File: config.mk
export PLATFORM = sky130hd
export DESIGN_NAME = sclm_front
export DESIGN_NICKNAME = d
export VERILOG_FILES = /design/src/hw/rtl/sclm_pkg.sv /design/src/hw/rtl/sclm_front.sv
export SDC_FILE = /design/constraint.sdc
export NUM_CORES = 1
export LEC_CHECK = 0
export BUFFER_PORTS_ARGS = -buffer_cell sky130_fd_sc_hd__clkbuf_2
export CORE_MARGIN = 8
export CORE_UTILIZATION = 57
export CTS_CLUSTER_SIZE = 10
export DETAILED_ROUTE_END_ITERATION = 12
export PLACE_DENSITY = 0.79
export SLEW_MARGIN = 10
export SYNTH_ARGS = -nofsm -noshare
export SYNTH_HDL_FRONTEND = slang
export SYNTH_SLANG_ARGS = --single-unit
File: constraint.sdc
create_clock -name aclk -period 5.1 [get_ports aclk]
set_input_delay 0 -clock aclk [delete_from_list [all_inputs] [get_ports aclk]]
set_output_delay 0 -clock aclk [all_outputs]
set_load 0.01 [all_outputs]
File: src/hw/rtl/sclm_pkg.sv
// ----------------------------------------------------------------------------
// sclm_pkg
// Shared types and constants of the sorted count-list merge-add block.
// ----------------------------------------------------------------------------
package sclm_pkg;

    localparam int LIST_DEPTH  = 1024;
    localparam int VERTEX_BITS = 32;
    localparam int COUNT_BITS  = 32;

    localparam int ADDR_BITS = $clog2(LIST_DEPTH);
    localparam int PTR_BITS  = $clog2(LIST_DEPTH + 1);

    localparam int FIELD_BITS = 32;
    localparam int DATA_BITS  = 3 * FIELD_BITS;
    localparam int SRC_LSB    = 0;
    localparam int DST_LSB    = FIELD_BITS;
    localparam int CNT_LSB    = 2 * FIELD_BITS;
    localparam int KIND_BITS  = 2;
    localparam int OUT_USER_BITS = 3;

    localparam int QUEUE_DEPTH = 4;
    localparam int QPTR_BITS   = $clog2(QUEUE_DEPTH);
    localparam int QCNT_BITS   = $clog2(QUEUE_DEPTH + 1);

    localparam logic [KIND_BITS-1:0] KIND_CLEAR    = 2'd0;
    localparam logic [KIND_BITS-1:0] KIND_APPEND_A = 2'd1;
    localparam logic [KIND_BITS-1:0] KIND_APPEND_B = 2'd2;
    localparam logic [KIND_BITS-1:0] KIND_PULL     = 2'd3;

    typedef logic [FIELD_BITS-1:0]  field_t;
    typedef logic [VERTEX_BITS-1:0] vertex_t;
    typedef logic [COUNT_BITS-1:0]  count_t;
    typedef logic [PTR_BITS-1:0]    ptr_t;

    typedef enum logic [1:0] {
        OP_CLEAR,
        OP_APPEND_A,
        OP_APPEND_B,
        OP_PULL
    } op_t;

    typedef struct packed {
        vertex_t src;
        vertex_t dst;
        count_t  cnt;
    } entry_t;

    typedef struct packed {
        op_t    op;
        entry_t entry;
    } q_item_t;

    typedef struct packed {
        logic    valid;
        q_item_t item;
    } q_head_t;

endpackage

File: src/hw/rtl/sclm_front.sv
// ----------------------------------------------------------------------------
// sclm_front
// Accepts requests, decodes the kind and queues them for the merge engine.
// ----------------------------------------------------------------------------
module sclm_front (
    input  logic                                aclk,
    input  logic                                aresetn,
    input  logic                                s_axis_tvalid,
    output logic                                s_axis_tready,
    input  logic [sclm_pkg::DATA_BITS-1:0]      s_axis_tdata,
    input  logic [sclm_pkg::KIND_BITS-1:0]      s_axis_tuser,
    output sclm_pkg::q_head_t                   head,
    input  logic                                pop
);

    sclm_pkg::q_item_t                  q_mem_reg [sclm_pkg::QUEUE_DEPTH];
    logic [sclm_pkg::QPTR_BITS-1:0]     wr_ptr_reg;
    logic [sclm_pkg::QPTR_BITS-1:0]     rd_ptr_reg;
    logic [sclm_pkg::QCNT_BITS-1:0]     count_reg;
    logic [sclm_pkg::QCNT_BITS-1:0]     count_next;
    sclm_pkg::q_item_t                  in_item;
    logic                               push;
    logic                               do_pop;

    always_comb begin
        case (s_axis_tuser)
            sclm_pkg::KIND_CLEAR:    in_item.op = sclm_pkg::OP_CLEAR;
            sclm_pkg::KIND_APPEND_A: in_item.op = sclm_pkg::OP_APPEND_A;
            sclm_pkg::KIND_APPEND_B: in_item.op = sclm_pkg::OP_APPEND_B;
            sclm_pkg::KIND_PULL:     in_item.op = sclm_pkg::OP_PULL;
            default:                 in_item.op = sclm_pkg::OP_PULL;
        endcase
        in_item.entry.src = s_axis_tdata[sclm_pkg::SRC_LSB +: sclm_pkg::VERTEX_BITS];
        in_item.entry.dst = s_axis_tdata[sclm_pkg::DST_LSB +: sclm_pkg::VERTEX_BITS];
        in_item.entry.cnt = s_axis_tdata[sclm_pkg::CNT_LSB +: sclm_pkg::COUNT_BITS];
    end

    assign s_axis_tready = (count_reg != sclm_pkg::QCNT_BITS'(sclm_pkg::QUEUE_DEPTH));
    assign push          = s_axis_tvalid && s_axis_tready;
    assign do_pop        = pop && (count_reg != '0);

    always_comb begin
        count_next = count_reg;
        if (push && !do_pop) begin
            count_next = count_reg + 1'b1;
        end else if (do_pop && !push) begin
            count_next = count_reg - 1'b1;
        end
    end

    always_ff @(posedge aclk) begin
        if (!aresetn) begin
            wr_ptr_reg <= '0;
            rd_ptr_reg <= '0;
            count_reg  <= '0;
        end else begin
            if (push) begin
                wr_ptr_reg <= wr_ptr_reg + 1'b1;
            end
            if (do_pop) begin
                rd_ptr_reg <= rd_ptr_reg + 1'b1;
            end
            count_reg <= count_next;
        end
    end

    always_ff @(posedge aclk) begin
        if (push) begin
            q_mem_reg[wr_ptr_reg] <= in_item;
        end
    end

    assign head.valid = (count_reg != '0);
    assign head.item  = q_mem_reg[rd_ptr_reg];

endmodule

==> summary.md <==
| Metric | Value |
|---|---|
| Status | finished clean |
| Final core utilization | 72.4% |
| Largest net degree at the start of global routing | 75 |
| WHS Path Cells | 2 |
| Warnings from Yosys | 0 |
| Worst setup path class | reg2reg |
| Initial Util | 58.0% |
| Max cap viols | 0 |
| Register bit total from synthesis | 401 |
| Final Hold Fails | 0 |
| Root Buffer | clkbuf_16 |
| Compound-cell area share of the yosys netlist | 0.274% |
| WP data required | 5.27 ns |
| Final Power | 8.99 mW |
| Area of the multi-input gates | 0.00250 mm2 |
| Multiplexer share of the synthesized area | 15.3% |
| Yosys cell types | 23 |
| GP Congestion | 0.774 |
| M3 GR Usage | 5.64% |
| Vias per inst | 5.69 |
| Vias in the first global route | 7811 |
| Post-Synth XOR/XNOR Area | 0.240% |
| Switching Share | 26.0% |
| Clk sinks | 401 |
| Achievable Freq | 0.360 GHz |
| Clock network power share | 31.1% |
| Routed WL per cell | 24.2 um |
| Area Overhead vs Synth | 24.9% |
| Layout Nets | 1002 |
| Commonest non-fill, non-tap cell in the layout | edfxtp_1 |
| Core Region | 0.0252 mm2 |
| Initial antenna violation count | 4 |
| Iter 0 DRT Violations | 501 |
| Initial DRT Pass Iterations | 5 |
| CTS buffer count | 46 |
| Sequential fraction of the synthesis area | 81.9% |
| Synth top area share | 80.6% |
| Die Y | 176 um |
| Adder-cell area share of the yosys netlist | 0.566% |
| Final Skew | 0.0101 ns |
| All-layer global routing usage | 19.3% |
| # rows | 58 |
| Synth area leader | edfxtp_1 |
| First-pass GRT wire length | 45600 um |
| Clock transition at the registers of the reported paths | 0.05 ns |
| GRT met2 Usage | 31.7% |
| Die X | 176 um |
| Num ports | 202 |
| Routed Antenna Nets | 0 |
| Layout filler cell count | 1466 |
| # H-tree levels | 2 |
| Avg Inst Size Synth | 26.0 um2 |
| DP HPWL | 17200 um |
| Slew @ Worst Pin | 1.15 ns |
| Flop pwr share | 47.1% |
| HP Class | in2reg |
| Crit Reg-Reg Startpoint | count_reg[0] |
| CTS tree | yes |
| R2R cell count | 4 |
| P_int | 6.65 mW |
| Post-Synthesis Cells | 562 |
| Pwr/cell area | 493 mW/mm2 |
| Comb pwr share | 21.8% |
| Final setup viols | 0 |
| Area contributors post-synth | edfxtp_1, mux4_2, dfxtp_1, ha_1, buf_2 |
| Startpoint Class | register |
| Worst skew pair latency | 0.52 ns |
| Global route overflow | 0 |
| RSZ-0062 raised after global routing | false |
| Total number of vias | 7080 |
| Commonest cells after routing, fill and taps aside | edfxtp_1, clkbuf_2, dlygate4sd3_1 |
| Met1 GRT Util | 24.9% |
| Max VDD drop | 0.310 mV |
| Hold path start | s_axis_tdata[50] |
| Fin Setup TNS | 0 ns |
| Critical path fanouts, max | 73 |
| Die area | 0.0310 mm2 |
| Largest family of logic cells by synthesized area | multiplexers |
| DRC Markers | 0 |
| Syn_nets | 670 |
| Simple-Gate Fraction of Synth Area | 0.626% |
| Hold worst-path end | q_mem_reg[2][50] |
| WL final | 30100 um |
| Sequential cell area | 0.0120 mm2 |
| Layout cell share with drive strength beyond 1 | 39.6% |
| Global route hottest layer | met2 |
| Clock tree buffer depth | 3 |
| Critical Path End Type | register |
| Leak | 6.23 nW |
| Sw Pwr | 2.33 mW |
| Reg-to-Reg End | q_mem_reg[2][0] |
| Crit path time final | 2.78 ns |
| Hold_ws | 0.237 ns |
| Crit share post-route | 54.5% |
| Crit path DAT | 2.95 ns |
| Synthesized area | 0.0146 mm2 |
| Final Slew Violations | 0 |
| R2R Setup Slk | 2.32 ns |
| Port Buffers | 201 |
| Max-slew headroom | 23.6% |
| Largest register FFs | 392 |
-- power by group through the flow --
stage | registers, mW | clock network (mW) | logic (mW)
2_1_floorplan | 4.15 | 0 | 1.33
3_3_place_gp | 4.26 | 0 | 1.89
3_5_place_dp | 4.29 | 0 | 1.91
4_1_cts | 4.24 | 2.85 | 2.00
5_1_grt | 4.27 | 2.98 | 2.11
6_report | 4.23 | 2.80 | 1.96
-- cells by family (layout without fill, tap and decap cells) --
group | after synthesis | in the layout
AO/OA/AOI/OAI | 5 | 5
flip-flops | 401 | 401
other | 0 | 3
multiplexers | 101 | 101
AND/OR/NAND/NOR | 17 | 17
buffers and inverters | 28 | 378
XOR/XNOR | 4 | 4
adder cells (fa/ha/maj) | 6 | 6
-- critical path: stages (launching register included) --
cell and delay, ns:
dfxtp_1 0.45, nor2_1 0.11, a21boi_2 0.35, and2_4 0.96, buf_4 0.51
-- through the flow --
| step | worst slack, ns | cell area (um2) | std cells |
|---|---|---|---|
| after CTS | 2.26 | 18200 | 1242 |
| final | 2.32 | 18200 | 1245 |
| after global routing | 2.11 | 18200 | 1245 |
| after floorplan | 1.54 | 14600 | 562 |
| after detailed placement | 2.30 | 15900 | 1074 |
| after global placement | 2.39 | 15900 | 1074 |
-- worst max-delay path by stage --
stage            startpoint          endpoint  slack (ns)
5_1_grt        count_reg[0]  q_mem_reg[2][62]        2.11
2_1_floorplan  count_reg[0]   q_mem_reg[0][0]        1.54
3_3_place_gp   count_reg[0]  q_mem_reg[0][17]        2.39
3_5_place_dp   count_reg[0]   q_mem_reg[3][0]        2.30
4_1_cts            register          head[63]        2.26
6_report       count_reg[0]   q_mem_reg[2][0]        2.32
-- what timing repair did --
item | CTS | global route
hold endpoints to repair | 401 | 0
hold buffers | 102 | 0
buffers inserted | 0 | 0
resized for setup | 0 | 0
-- per-layer routing --
metal / vias to the layer above / share of wire, % / routed length (um)
li1: 3073 / - / -
met1: 3683 / 40 / 12200
met2: 286 / 50 / 15200
met3: 36 / 7.7 / 2300
met4: 2 / 1.5 / 448
met5: - / 0.027 / 8
-- area by class of cell --
type | instances | area share (%)
Clock inverter | 2 | 0.0961
Sequential cell | 401 | 65.6
Timing Repair Buffer | 309 | 11.4
Tap cell | 330 | 2.27
Antenna cell | 3 | 0.0412
Inverter | 3 | 0.0618
Clock buffer | 64 | 6.80
Multi-Input combinational cell | 133 | 13.7
-- synthesized netlist by cell type (all sizes together) --
master / count
nor2b: 1
xor2: 1
fa: 1
nand2: 5
o311ai: 1
mux4: 98
or3: 2
o21ai: 1
edfxtp: 392
xnor2: 3
dfxtp: 9
o31ai: 1
clkbuf: 10
buf: 15
inv: 3
a21boi: 2
mux2i: 3
nor2: 1
and2: 8
ha: 5
(Power assumes the default switching activity.)
